## config.mk

```make
export PLATFORM = sky130hd
export DESIGN_NAME = stack_machine_word_executor_flat
export DESIGN_NICKNAME = d
export VERILOG_FILES = /design/src/rtl/smwe_pkg.sv /design/src/rtl/smwe_in_if.sv /design/src/rtl/smwe_out_if.sv /design/src/rtl/smwe_ram.sv /design/src/rtl/smwe_div.sv /design/src/rtl/stack_machine_word_executor.sv /design/src/flat_wrapper.sv
export SDC_FILE = /design/constraint.sdc
export NUM_CORES = 2
export LEC_CHECK = 0
export BUFFER_PORTS_ARGS = -buffer_cell sky130_fd_sc_hd__buf_2
export CELL_PAD_IN_SITES_DETAIL_PLACEMENT = 1
export CELL_PAD_IN_SITES_GLOBAL_PLACEMENT = 1
export CORE_ASPECT_RATIO = 0.75
export CORE_MARGIN = 3
export CORE_UTILIZATION = 57
export CTS_BUF_LIST = sky130_fd_sc_hd__clkbuf_4 sky130_fd_sc_hd__clkbuf_8
export CTS_CLUSTER_SIZE = 10
export DETAILED_ROUTE_END_ITERATION = 8
export GPL_TIMING_DRIVEN = 0
export PLACE_DENSITY = 0.81
export SYNTH_ARGS = -nofsm -noshare
export SYNTH_HDL_FRONTEND = slang
export SYNTH_SLANG_ARGS = --single-unit
```

## constraint.sdc

```tcl
create_clock -name clk_i -period 11.3 [get_ports clk_i]
set_input_delay 1.13 -clock clk_i [delete_from_list [all_inputs] [get_ports clk_i]]
set_output_delay 1.13 -clock clk_i [all_outputs]
set_load 0.01 [all_outputs]
```

## src/rtl/smwe_pkg.sv

```systemverilog
// ----------------------------------------------------------------------------
// Stack machine word executor package
// Field widths, operation codes, status codes and controller states.
// ----------------------------------------------------------------------------
`default_nettype none

package smwe_pkg;

  localparam int DATA_W     = 32;
  localparam int MODE_W     = 4;
  localparam int KIND_W     = 2;
  localparam int STATUS_W   = 2;
  localparam int DEPTH_O_W  = 7;

  // Operation codes carried in the mode field.
  typedef enum logic [MODE_W-1:0] {
    MODE_PUSH    = 4'd0,
    MODE_ADD     = 4'd1,
    MODE_SUB     = 4'd2,
    MODE_MUL     = 4'd3,
    MODE_DIV     = 4'd4,
    MODE_DUP     = 4'd5,
    MODE_SWAP    = 4'd6,
    MODE_DROP    = 4'd7,
    MODE_PRINT   = 4'd8,
    MODE_NEWLINE = 4'd9
  } mode_e;

  // What a result emits.
  typedef enum logic [KIND_W-1:0] {
    KIND_NONE    = 2'd0,
    KIND_NUMBER  = 2'd1,
    KIND_NEWLINE = 2'd2
  } kind_e;

  // Completion status of one operation.
  typedef enum logic [STATUS_W-1:0] {
    ST_OK    = 2'd0,
    ST_UNDER = 2'd1,
    ST_OVER  = 2'd2,
    ST_DIVZ  = 2'd3
  } status_e;

  // Controller states.
  typedef enum logic [2:0] {
    S_IDLE,
    S_DECODE,
    S_RD_TOP,
    S_RD_SECOND,
    S_WRITE,
    S_DIV,
    S_DONE
  } state_e;

endpackage

`default_nettype wire

```

## src/rtl/smwe_in_if.sv

```systemverilog
// ----------------------------------------------------------------------------
// Operation channel
// Valid/ready channel that carries one stack operation per transaction.
// ----------------------------------------------------------------------------
`default_nettype none

interface smwe_in_if
  import smwe_pkg::*;
();
  logic                     valid;
  logic                     ready;
  logic [MODE_W-1:0]        mode;
  logic signed [DATA_W-1:0] literal;

  modport source (output valid, output mode, output literal, input ready);
  modport sink   (input valid, input mode, input literal, output ready);
endinterface

`default_nettype wire

```

## src/rtl/smwe_out_if.sv

```systemverilog
// ----------------------------------------------------------------------------
// Result channel
// Valid/ready channel that carries one operation result per transaction.
// ----------------------------------------------------------------------------
`default_nettype none

interface smwe_out_if
  import smwe_pkg::*;
();
  logic                     valid;
  logic                     ready;
  logic [KIND_W-1:0]        emit_kind;
  logic signed [DATA_W-1:0] emit_value;
  logic [STATUS_W-1:0]      status;
  logic [DEPTH_O_W-1:0]     depth_after;

  modport source (output valid, output emit_kind, output emit_value, output status,
                  output depth_after, input ready);
  modport sink   (input valid, input emit_kind, input emit_value, input status,
                  input depth_after, output ready);
endinterface

`default_nettype wire

```

## src/rtl/smwe_ram.sv

```systemverilog
// ----------------------------------------------------------------------------
// Generic synchronous RAM
// One write port and one read port; read data is registered.
// ----------------------------------------------------------------------------
`default_nettype none

module smwe_ram #(
  parameter int WIDTH = 32,
  parameter int DEPTH = 64
) (
  input  wire logic                     clk_i,
  input  wire logic                     we_i,
  input  wire logic [$clog2(DEPTH)-1:0] waddr_i,
  input  wire logic [WIDTH-1:0]         wdata_i,
  input  wire logic                     re_i,
  input  wire logic [$clog2(DEPTH)-1:0] raddr_i,
  output logic      [WIDTH-1:0]         rdata_o
);

  logic [WIDTH-1:0] mem_q [DEPTH];

  // Write port.
  always_ff @(posedge clk_i) begin
    if (we_i) begin
      mem_q[waddr_i] <= wdata_i;
    end
  end

  // Registered read port.
  always_ff @(posedge clk_i) begin
    if (re_i) begin
      rdata_o <= mem_q[raddr_i];
    end
  end

endmodule

`default_nettype wire

```

## src/rtl/smwe_div.sv

```systemverilog
// ----------------------------------------------------------------------------
// Iterative signed divider
// Restoring division on magnitudes, one quotient bit per cycle, truncating
// toward zero with 32-bit wrap of the quotient.
// ----------------------------------------------------------------------------
`default_nettype none

module smwe_div
  import smwe_pkg::*;
(
  input  wire logic              clk_i,
  input  wire logic              rst_ni,
  input  wire logic              start_i,
  input  wire logic [DATA_W-1:0] dividend_i,
  input  wire logic [DATA_W-1:0] divisor_i,
  output logic                   done_o,
  output logic      [DATA_W-1:0] quotient_o
);

  localparam int CNT_W = $clog2(DATA_W);

  logic              busy_q;
  logic              done_q;
  logic [CNT_W-1:0]  cnt_q;
  logic [DATA_W-1:0] rem_q;
  logic [DATA_W-1:0] quo_q;
  logic [DATA_W-1:0] mag_b_q;
  logic              neg_q;

  logic [DATA_W-1:0] mag_a;
  logic [DATA_W-1:0] mag_b;
  logic [DATA_W:0]   shifted;
  logic              fits;
  logic [DATA_W:0]   diff;

  // Operand magnitudes.
  assign mag_a = dividend_i[DATA_W-1] ? (DATA_W'(0) - dividend_i) : dividend_i;
  assign mag_b = divisor_i[DATA_W-1]  ? (DATA_W'(0) - divisor_i)  : divisor_i;

  // One restoring step: shift in the next dividend bit and try to subtract.
  assign shifted = {rem_q, quo_q[DATA_W-1]};
  assign fits    = shifted >= {1'b0, mag_b_q};
  assign diff    = shifted - {1'b0, mag_b_q};

  // Iteration control.
  always_ff @(posedge clk_i or negedge rst_ni) begin
    if (!rst_ni) begin
      busy_q <= 1'b0;
      done_q <= 1'b0;
      cnt_q  <= '0;
    end else begin
      done_q <= 1'b0;
      if (start_i) begin
        busy_q <= 1'b1;
        cnt_q  <= '0;
      end else if (busy_q) begin
        cnt_q <= cnt_q + 1'b1;
        if (cnt_q == CNT_W'(DATA_W - 1)) begin
          busy_q <= 1'b0;
          done_q <= 1'b1;
        end
      end
    end
  end

  // Remainder and quotient shift registers.
  always_ff @(posedge clk_i) begin
    if (start_i) begin
      rem_q   <= '0;
      quo_q   <= mag_a;
      mag_b_q <= mag_b;
      neg_q   <= dividend_i[DATA_W-1] ^ divisor_i[DATA_W-1];
    end else if (busy_q) begin
      rem_q <= fits ? diff[DATA_W-1:0] : shifted[DATA_W-1:0];
      quo_q <= {quo_q[DATA_W-2:0], fits};
    end
  end

  assign done_o     = done_q;
  assign quotient_o = neg_q ? (DATA_W'(0) - quo_q) : quo_q;

endmodule

`default_nettype wire

```

## src/rtl/stack_machine_word_executor.sv

```systemverilog
// ----------------------------------------------------------------------------
// Stack machine word executor
// Runs one primitive stack operation per transaction on a data stack held in
// a synchronous RAM, and returns one result per operation.
// ----------------------------------------------------------------------------
// Usage:
// Operations enter on in_i (mode, literal) and results leave on out_o
// (emit_kind, emit_value, status, depth_after); each channel moves a
// transaction when valid and ready are both high. Every operation gives
// exactly one result. One operation is worked on at a time; in_i.ready is
// high while the controller is idle, also while a result waits in the output
// register. Each RAM access is a separate controller state on the one read
// and one write port: push, drop, newline, unknown codes and underflow or
// overflow go from decode straight to done; print, dup and a zero divisor
// also read the top entry; add, sub, mul and swap read the second entry as
// well and write back; divide runs the 32-step iterative divider before it
// writes. The controller returns to idle at the edge that loads the result.
// Reset empties the stack but not the RAM, whose unwritten entries go unused.
// If out_o stalls, the finished result stays in the output register and the
// controller holds its next result until the register frees.
// ----------------------------------------------------------------------------
`default_nettype none

module stack_machine_word_executor
  import smwe_pkg::*;
#(
  parameter int STACK_DEPTH = 64
) (
  input  wire logic  clk_i,
  input  wire logic  rst_ni,
  smwe_in_if.sink    in_i,
  smwe_out_if.source out_o
);

  localparam int AW    = $clog2(STACK_DEPTH);
  localparam int CNT_W = $clog2(STACK_DEPTH + 1);
  localparam logic [CNT_W-1:0] FULL_CNT = CNT_W'(STACK_DEPTH);

  state_e state_q, state_d;

  logic [CNT_W-1:0]  count_q;
  mode_e             mode_q;
  logic [DATA_W-1:0] lit_q;
  logic [DATA_W-1:0] b_q;
  logic [DATA_W-1:0] a_q;
  kind_e             res_kind_q;
  logic [DATA_W-1:0] res_value_q;
  status_e           res_status_q;
  logic [CNT_W-1:0]  res_count_q;

  logic                 out_valid_q;
  logic [KIND_W-1:0]    out_kind_q;
  logic [DATA_W-1:0]    out_value_q;
  logic [STATUS_W-1:0]  out_status_q;
  logic [DEPTH_O_W-1:0] out_depth_q;

  logic              ram_we;
  logic [AW-1:0]     ram_waddr;
  logic [DATA_W-1:0] ram_wdata;
  logic              ram_re;
  logic [AW-1:0]     ram_raddr;
  logic [DATA_W-1:0] ram_rdata;

  logic              div_start;
  logic              div_done;
  logic [DATA_W-1:0] div_quo;

  logic [CNT_W-1:0]  cnt_m1;
  logic [CNT_W-1:0]  cnt_m2;
  logic [AW-1:0]     top_addr;
  logic [AW-1:0]     second_addr;
  logic [AW-1:0]     push_addr;
  logic              is_full;
  logic              lt_one;
  logic              lt_two;
  status_e           dec_status;
  logic              two_operand;
  logic              arith;
  logic              div_by_zero;
  logic [DATA_W-1:0] alu_res;
  logic [DATA_W-1:0] product;
  logic              in_take;
  logic              out_free;
  logic [CNT_W+DEPTH_O_W-1:0] depth_ext;

  // Stack data store.
  smwe_ram #(
    .WIDTH (DATA_W),
    .DEPTH (STACK_DEPTH)
  ) u_smwe_ram (
    .clk_i   (clk_i),
    .we_i    (ram_we),
    .waddr_i (ram_waddr),
    .wdata_i (ram_wdata),
    .re_i    (ram_re),
    .raddr_i (ram_raddr),
    .rdata_o (ram_rdata)
  );

  // Iterative divider for the divide operation.
  smwe_div u_smwe_div (
    .clk_i      (clk_i),
    .rst_ni     (rst_ni),
    .start_i    (div_start),
    .dividend_i (ram_rdata),
    .divisor_i  (b_q),
    .done_o     (div_done),
    .quotient_o (div_quo)
  );

  // Stack addresses and occupancy checks.
  assign cnt_m1      = count_q - 1'b1;
  assign cnt_m2      = count_q - CNT_W'(2);
  assign top_addr    = cnt_m1[AW-1:0];
  assign second_addr = cnt_m2[AW-1:0];
  assign push_addr   = count_q[AW-1:0];
  assign is_full     = count_q == FULL_CNT;
  assign lt_one      = count_q == '0;
  assign lt_two      = count_q < CNT_W'(2);

  assign arith       = (mode_q == MODE_ADD) || (mode_q == MODE_SUB) ||
                       (mode_q == MODE_MUL) || (mode_q == MODE_DIV);
  assign two_operand = arith || (mode_q == MODE_SWAP);
  assign div_by_zero = (mode_q == MODE_DIV) && (ram_rdata == '0);

  // Underflow and overflow decided from the count alone.
  always_comb begin
    dec_status = ST_OK;
    case (mode_q)
      MODE_PUSH:                      if (is_full) dec_status = ST_OVER;
      MODE_ADD, MODE_SUB, MODE_MUL,
      MODE_DIV, MODE_SWAP:            if (lt_two) dec_status = ST_UNDER;
      MODE_DUP: begin
        if (lt_one) begin
          dec_status = ST_UNDER;
        end else if (is_full) begin
          dec_status = ST_OVER;
        end
      end
      MODE_DROP, MODE_PRINT:          if (lt_one) dec_status = ST_UNDER;
      default:                        dec_status = ST_OK;
    endcase
  end

  // Arithmetic on the two registered operands.
  assign product = a_q * b_q;
  always_comb begin
    case (mode_q)
      MODE_ADD: alu_res = a_q + b_q;
      MODE_SUB: alu_res = a_q - b_q;
      MODE_MUL: alu_res = product;
      default:  alu_res = b_q;
    endcase
  end

  assign out_free = !out_valid_q || out_o.ready;
  assign in_take  = in_i.valid && (state_q == S_IDLE);

  // Next-state logic.
  always_comb begin
    state_d = state_q;
    case (state_q)
      S_IDLE:      if (in_i.valid) state_d = S_DECODE;
      S_DECODE: begin
        if (dec_status != ST_OK) begin
          state_d = S_DONE;
        end else if (two_operand || (mode_q == MODE_PRINT) || (mode_q == MODE_DUP)) begin
          state_d = S_RD_TOP;
        end else begin
          state_d = S_DONE;
        end
      end
      S_RD_TOP: begin
        if ((mode_q == MODE_PRINT) || (mode_q == MODE_DUP) || div_by_zero) begin
          state_d = S_DONE;
        end else begin
          state_d = S_RD_SECOND;
        end
      end
      S_RD_SECOND: state_d = (mode_q == MODE_DIV) ? S_DIV : S_WRITE;
      S_WRITE:     state_d = S_DONE;
      S_DIV:       if (div_done) state_d = S_DONE;
      S_DONE:      if (out_free) state_d = S_IDLE;
      default:     state_d = S_IDLE;
    endcase
  end

  // Memory and divider controls per state. The stack is only touched by
  // one operation at a time and each write lands before the next read is
  // issued, so no forwarding is needed.
  always_comb begin
    ram_we    = 1'b0;
    ram_waddr = second_addr;
    ram_wdata = alu_res;
    ram_re    = 1'b0;
    ram_raddr = top_addr;
    div_start = 1'b0;
    case (state_q)
      S_DECODE: begin
        ram_re = 1'b1;
        if ((mode_q == MODE_PUSH) && (dec_status == ST_OK)) begin
          ram_we    = 1'b1;
          ram_waddr = push_addr;
          ram_wdata = lit_q;
        end
      end
      S_RD_TOP: begin
        ram_re    = 1'b1;
        ram_raddr = second_addr;
        if (mode_q == MODE_DUP) begin
          ram_we    = 1'b1;
          ram_waddr = push_addr;
          ram_wdata = ram_rdata;
        end
      end
      S_RD_SECOND: begin
        if (mode_q == MODE_SWAP) begin
          ram_we    = 1'b1;
          ram_waddr = top_addr;
          ram_wdata = ram_rdata;
        end
        div_start = mode_q == MODE_DIV;
      end
      S_WRITE: begin
        ram_we    = 1'b1;
        ram_waddr = second_addr;
        ram_wdata = (mode_q == MODE_SWAP) ? b_q : alu_res;
      end
      S_DIV: begin
        ram_we    = div_done;
        ram_waddr = second_addr;
        ram_wdata = div_quo;
      end
      default: begin
        ram_we = 1'b0;
      end
    endcase
  end

  assign in_i.ready = state_q == S_IDLE;

  // Control state: controller, stack count and output valid.
  always_ff @(posedge clk_i or negedge rst_ni) begin
    if (!rst_ni) begin
      state_q     <= S_IDLE;
      count_q     <= '0;
      out_valid_q <= 1'b0;
    end else begin
      state_q <= state_d;
      if ((state_q == S_DONE) && out_free) begin
        count_q     <= res_count_q;
        out_valid_q <= 1'b1;
      end else if (out_o.ready) begin
        out_valid_q <= 1'b0;
      end
    end
  end

  // Operation and result working registers.
  always_ff @(posedge clk_i) begin
    if (in_take) begin
      mode_q <= mode_e'(in_i.mode);
      lit_q  <= in_i.literal;
    end
    case (state_q)
      S_DECODE: begin
        res_kind_q   <= (mode_q == MODE_NEWLINE) ? KIND_NEWLINE : KIND_NONE;
        res_value_q  <= '0;
        res_status_q <= dec_status;
        res_count_q  <= count_q;
        if (dec_status == ST_OK) begin
          case (mode_q)
            MODE_PUSH:              res_count_q <= count_q + 1'b1;
            MODE_DUP:               res_count_q <= count_q + 1'b1;
            MODE_DROP, MODE_PRINT:  res_count_q <= cnt_m1;
            default:                res_count_q <= count_q;
          endcase
        end
      end
      S_RD_TOP: begin
        b_q <= ram_rdata;
        if (mode_q == MODE_PRINT) begin
          res_kind_q  <= KIND_NUMBER;
          res_value_q <= ram_rdata;
        end
        if (div_by_zero) begin
          res_status_q <= ST_DIVZ;
        end else if (arith) begin
          res_count_q <= cnt_m1;
        end
      end
      S_RD_SECOND: begin
        a_q <= ram_rdata;
      end
      default: begin
      end
    endcase
  end

  // Output register payload.
  assign depth_ext = {{DEPTH_O_W{1'b0}}, res_count_q};
  always_ff @(posedge clk_i) begin
    if ((state_q == S_DONE) && out_free) begin
      out_kind_q   <= res_kind_q;
      out_value_q  <= res_value_q;
      out_status_q <= res_status_q;
      out_depth_q  <= depth_ext[DEPTH_O_W-1:0];
    end
  end

  assign out_o.valid       = out_valid_q;
  assign out_o.emit_kind   = out_kind_q;
  assign out_o.emit_value  = out_value_q;
  assign out_o.status      = out_status_q;
  assign out_o.depth_after = out_depth_q;

endmodule

`default_nettype wire

```

## src/flat_wrapper.sv

```systemverilog
// flat-port wrapper written by rule: the top's interface ports become plain ports
module stack_machine_word_executor_flat import smwe_pkg::*;
#(
  parameter int STACK_DEPTH = 64
)
  (clk_i, rst_ni, in_i_valid, in_i_mode, in_i_literal, in_i_ready, out_o_valid, out_o_emit_kind, out_o_emit_value, out_o_status, out_o_depth_after, out_o_ready);
  smwe_in_if in_i_i ();
  smwe_out_if out_o_i ();
  input  wire logic clk_i;
  input  wire logic rst_ni;
  input wire logic [$bits(in_i_i.valid)-1:0] in_i_valid;
  input wire logic [$bits(in_i_i.mode)-1:0] in_i_mode;
  input wire logic [$bits(in_i_i.literal)-1:0] in_i_literal;
  output wire logic [$bits(in_i_i.ready)-1:0] in_i_ready;
  output wire logic [$bits(out_o_i.valid)-1:0] out_o_valid;
  output wire logic [$bits(out_o_i.emit_kind)-1:0] out_o_emit_kind;
  output wire logic [$bits(out_o_i.emit_value)-1:0] out_o_emit_value;
  output wire logic [$bits(out_o_i.status)-1:0] out_o_status;
  output wire logic [$bits(out_o_i.depth_after)-1:0] out_o_depth_after;
  input wire logic [$bits(out_o_i.ready)-1:0] out_o_ready;
  assign in_i_i.valid = in_i_valid;
  assign in_i_i.mode = in_i_mode;
  assign in_i_i.literal = in_i_literal;
  assign in_i_ready = in_i_i.ready;
  assign out_o_valid = out_o_i.valid;
  assign out_o_emit_kind = out_o_i.emit_kind;
  assign out_o_emit_value = out_o_i.emit_value;
  assign out_o_status = out_o_i.status;
  assign out_o_depth_after = out_o_i.depth_after;
  assign out_o_i.ready = out_o_ready;
  stack_machine_word_executor #(.STACK_DEPTH(STACK_DEPTH)) u_core (.clk_i(clk_i), .rst_ni(rst_ni), .in_i(in_i_i), .out_o(out_o_i));
endmodule
```

After elaboration in Yosys (flattened, before gate mapping). Memories as Yosys holds them, arrays and structs flattened. A register that Yosys moved wholly into a read port is not among the register bits. Index checks and enable logic that the tools add are counted.

Reduce and logical (&&, ||, !) cells: 31. Bitwise operators: 1. Multiply operators: 1. Magnitude comparators: 2. Add/sub/neg operators: 10. Eq/ne operators: 24. Multiplexer cells: 60.

Operators with widths (number): 2-to-1 mux 32 bit (10); case mux 32 bit (5 select lines) (1); case mux 32 bit (3 select lines) (1); subtractor 1 x 32 -> 32 bit (first input constant) (3); case mux 32 bit (2 select lines) (1); subtractor 32 bit (2); >= comparator 33 x 32 -> 1 bit (1); adder 32 bit (1); zero test 32 bit (1); multiplier 32 x 32 -> 32 bit (1); 2-to-1 mux 31 bit (1); case mux 7 bit (2 select lines) (2); 2-to-1 mux 6 bit (4); 2-to-1 mux 7 bit (3); case mux 3 bit (7 select lines) (1); 2-to-1 mux 1 bit (18); 2-to-1 mux 3 bit (6); case mux 6 bit (3 select lines) (1); equality test 4 x 3 -> 1 bit (second input constant) (4); 2-to-1 mux 2 bit (5); 2-to-1 mux 5 bit (2); equality test 3 bit (second input constant) (3); logical OR 1 bit (9); equality test 4 x 2 -> 1 bit (second input constant) (2); other kinds (28) (46).

Logic and storage cells: 153. Output and inout bits: 45. Register bits after elaboration: 301. Input bits: 40. Memory bits (writable): 2048. Memories: 1.

Memories: u_core.u_smwe_ram.mem_q (depth 64, bits a word 32, rd ports 1, clocked after Yosys merged registers in 1, write ports 1, RTL line smwe_ram.sv:20) `logic [WIDTH-1:0] mem_q [DEPTH];`.

Depth between registers and ports, before layout.
Depth in word-level cells: 10. Mapped depth: 28. Depth with buffers taken out: 26.

Modules after synthesis. From an unflattened synthesis, not the netlist that was laid out.

Cells, all modules: 7175. Area total of the unflattened synthesis: 114527.3 µm².

Modules (own cells, without submodules): smwe_ram (instances 1, cells an instance 3324, area an instance 78835.6 µm², seq. area each 62459.9 µm²); stack_machine_word_executor (instances 1, cells an instance 2961, area an instance 27873.0 µm², seq. area each 5860.6 µm²); smwe_div (instances 1, cells an instance 890, area an instance 7818.7 µm², seq. area each 2767.7 µm²).

Least setup slack after synthesis. No wires, ideal clock.

Path kind: register -> register. From: reg u_core.b_q[6]. To: mem u_core.u_smwe_ram.mem_q[0][30], data pin. Data required time: 10.712 ns. Data arrival time: 8.941 ns. Path slack: 1.772 ns. Cell stages (with the launch flop): 25. Library setup time: 0.588 ns. Path through: edfxtp_1 > clkbuf_1 > clkbuf_1 > clkbuf_1 > and2_1 > fa_1 > fa_1 > fa_1 > inv_1 > fa_1 > inv_1 > fa_1 > inv_1 > fa_1 > inv_1 > fa_1 > fa_1 > ha_1 > nand4_1 > o31ai_1 > a21o_1 > a41o_1 > a21oi_1 > or4b_2 > a31oi_1.

Cells in the longest elaborated chain, start to end: 4. Elaborated cells between the ends (all ways): 9. Classes of those cells: add/sub: 2; mul: 1; mux: 6.

Ends and longest elaborated chain: from (decl) (RTL line stack_machine_word_executor.sv:44) `logic [DATA_W-1:0] b_q;`; from (signal assigned) (RTL line stack_machine_word_executor.sv:281) `b_q <= ram_rdata;`; multiplier 32 x 32 -> 32 bit, or another cell as far along (RTL line stack_machine_word_executor.sv:146) `assign product = a_q * b_q;`; case mux 32 bit (3 select lines) * (RTL line stack_machine_word_executor.sv:148) `case (mode_q)`; 2-to-1 mux 32 bit, on equally long branches; case mux 32 bit (5 select lines) * (RTL line stack_machine_word_executor.sv:198) `case (state_q)`; via u_core.ram_wdata[30] (RTL line stack_machine_word_executor.sv:59) `logic [DATA_W-1:0] ram_wdata;`; to (decl) (RTL line smwe_ram.sv:20).

Mark *: on every way through the listed nets, which the timed path passes. The rest lies on a longest branch.

Final worst setup path.
From: reg u_core.b_q[4]. To: mem u_core.u_smwe_ram.mem_q[45][30], data pin.

Same word-level chain as after synthesis.

==> out/results.ini <==
[logic_synthesis]
yosys_most_used_dff=edfxtp_1
synth-seq-area-share_pct=62.0
postSynthCellCount=7276
synth_edf_count=2331
synth_seq_cells=2381
post_synth.cell_area_avg_sq_um=15.8
ys_warn_count=0
syn_area_sq_mm=0.115
synthArstFlopShare_pct=0.756
yosys.area.top_type=edfxtp_1
synth_nets=7924
synth.top_cell.area_share_pct=61.0
synth.distinct_cells=97
ys_top_cells_by_area=edfxtp_1 61%, mux4_2 10%, fa_1 7.2%

[cells_and_area]
final_cell_mix=2331 x edfxtp_1, 512 x mux4_2, 447 x inv_1
drive_gt1_share_pct=18.7
area_delta_synth_final_pct=12.5
final_nets=8530
finalCoreUtilization_pct=65.0
nFillCells=17771
area.sequential_sq_mm=0.0711
stdcell_count=10817
final_common_cell=edfxtp_1
multi_input_comb_area_sq_mm=0.0411
final_area_sq_mm=0.129

[worst_setup_path]
worstPathRequired_ps=12040
critPathMaxFanout=36
path_class=reg2reg
worstReg2RegStart=u_core.b_q[4]
critPathCaptureType=flop
rr_worst_depth=23
crit_path_start_kind=flop
cp-startpoint=u_core.b_q[4]
arrival_ps=11800
reg2reg_slack_ps=240

[placed_design]
hpwlAfterDp_um=289000
placed_area_sq_mm=0.122
place_congestion=1.01
dp.cells=10166
io_buffers=84

[clocking]
clock_latency_ps=1010
root_buffer=clkbuf_8
cts_tree=done
htreeDepth=5
cts_buffers=354
clk_pin_slew_worst_paths_ps=70
clock_path_buffers=4
cts.sinks=2381

[floorplan]
io_pins=85
start_util_pct=57.8
die_w_um=524
die_height_um=394
core_sq_mm=0.198
rows=141
dieArea_sq_mm=0.207

[drt]
wl_per_cell_um=38.1
dr.pass1.iters=6
vias=75023
drtIter0Drc=12609
vias_per_cell=6.94
antenna_left=0
drc_errors=0
drt_wl_total_um=412000

[sta]
finalMaxSlewViolations=39
hold_violations=0
worst_clock_skew_ps=106
min_period_ps=11060
fin_crit_sh_pct=97.9
rsz0062_at_grt=false
slew-limit-headroom_pct=-12.5
setup_tns_ps=0
fmax_mhz=90.4
tightest_slew_ps=1680
setup_violations=0

[grt]
antenna_found_initial=26
grt_pass1_vias=75990
grt_pass1_wl_um=580000
grtUsageTotal_pct=39.9
grt_overflow=0
grt_max_degree=65

[job]
drv_cap=6

[min_path]
hp-class=in2async

[run_status]
violations=max-capacitance violations, max-slew violations
status=finished with violations

[registers in the layout, indices dropped and copies added (netlist names), 2 cells and up]
register,flops
u_core.out_o.depth_after,7
u_core.out_o.emit_kind,2
u_core.u_smwe_div.mag_b_q,32
u_core.out_o.status,2
u_core.out_o.emit_value,32
u_core.res_kind_q,2
u_core.u_smwe_div.quo_q,32
u_core.u_smwe_ram.rdata_o,32
u_core.state_q,3
u_core.count_q,7
u_core.res_status_q,2
u_core.a_q,32
u_core.res_value_q,32
u_core.res_count_q,7
u_core.u_smwe_div.cnt_q,5
u_core.lit_q,32
u_core.u_smwe_ram.mem_q,2048
u_core.u_smwe_div.rem_q,32
u_core.b_q,32
u_core.mode_q,4
[logic make-up (layout without fill, tap and decap cells)]
kind of cell | Yosys count | in the layout | share of synthesized area (%)
adder cells (fa/ha/maj) | 608 | 608 | 9.32
buffers and inverters | 891 | 1759 | 3.05
AO/OA/AOI/OAI | 1079 | 1080 | 6.10
multiplexers | 659 | 659 | 11.3
other | 0 | 27 | 0
XOR/XNOR | 261 | 261 | 1.99
AND/OR/NAND/NOR | 1397 | 1397 | 6.22
flip-flops | 2381 | 2381 | 62.0
[worst max-delay path: stages (launching register included)]
cell and delay (ps):
edfxtp_1 670, clkbuf_1 960, clkbuf_1 1000, and2_1 270, fa_1 160, inv_1 50, fa_1 420, fa_1 540
fa_1 560, inv_1 60, fa_1 480, fa_1 460, fa_1 460, fa_1 520, ha_1 400, buf_1 470
nand4_1 260, o31ai_1 270, a21o_1 380, a41o_1 350, a21oi_1 130, or4b_2 790, a31oi_4 800, buf_12 290
[worst paths after layout]
| check | to |
|---|---|
| hold reg to reg | u_core.out_o.emit_value[8] |
| max in group asynchronous | u_core.count_q[4] |
| setup reg to reg | u_core.u_smwe_ram.mem_q[45][30] |
| min in group clk_i | u_core.lit_q[4] |
| hold / removal | u_core.u_smwe_div.cnt_q[4] |
| setup / recovery | u_core.u_smwe_ram.mem_q[45][30] |
[synth_stat cells (all sizes together), types with 20 or more instances]
| master | instances |
|---|---|
| a21oi | 294 |
| o31ai | 35 |
| dfxtp | 32 |
| nand2 | 429 |
| or3 | 22 |
| fa | 410 |
| buf | 117 |
| xor2 | 117 |
| nor4 | 20 |
| nor2 | 215 |
| a21o | 45 |
| nor3 | 50 |
| mux4 | 512 |
| nand2b | 40 |
| edfxtp | 2331 |
| mux2i | 142 |
| a221oi | 28 |
| clkbuf | 325 |
| inv | 447 |
| nor2b | 149 |
| o21ai | 234 |
| and2 | 352 |
| ha | 198 |
| nand3 | 38 |
| a211oi | 261 |
| xnor2 | 144 |
[through the flow]
step | setup WS, ps | hold slack, ps
2_1_floorplan | 1770 | 400
3_3_place_gp | -4970 | 403
3_5_place_dp | 380 | 406
4_1_cts | 245 | 86.6
5_1_grt | 150 | 129
6_report | 238 | 129
[layout make-up]
class / count / area share [%]
multi-input cells: 4005 / 31.8
repair buffers: 249 / 2.45
well taps: 2645 / 2.57
flip-flops and latches: 2381 / 55.1
diodes: 27 / 0.0524
plain buffers: 443 / 1.41
clock buffers: 454 / 4.41
clock inverters: 165 / 0.873
inverters: 448 / 1.30
[metal layers]
layer	track usage (%)	vias to the layer above	part of all wire, %
li1	-	28789	-
met2	55.9	6361	43
met5	0	-	0.013
met1	58.7	38833	38
met4	14.4	10	4.4
met3	13.4	1030	15
[timing repair]
item	4_1_cts	5_1_grt
hold buffers	0	0
setup buffers	0	0
setup endpoints to repair	0	38
gates resized for setup	0	3
Power is left out: the tool's default activity adds up to more than one toggle a clock period on the data nets, which glitch-free logic cannot reach.
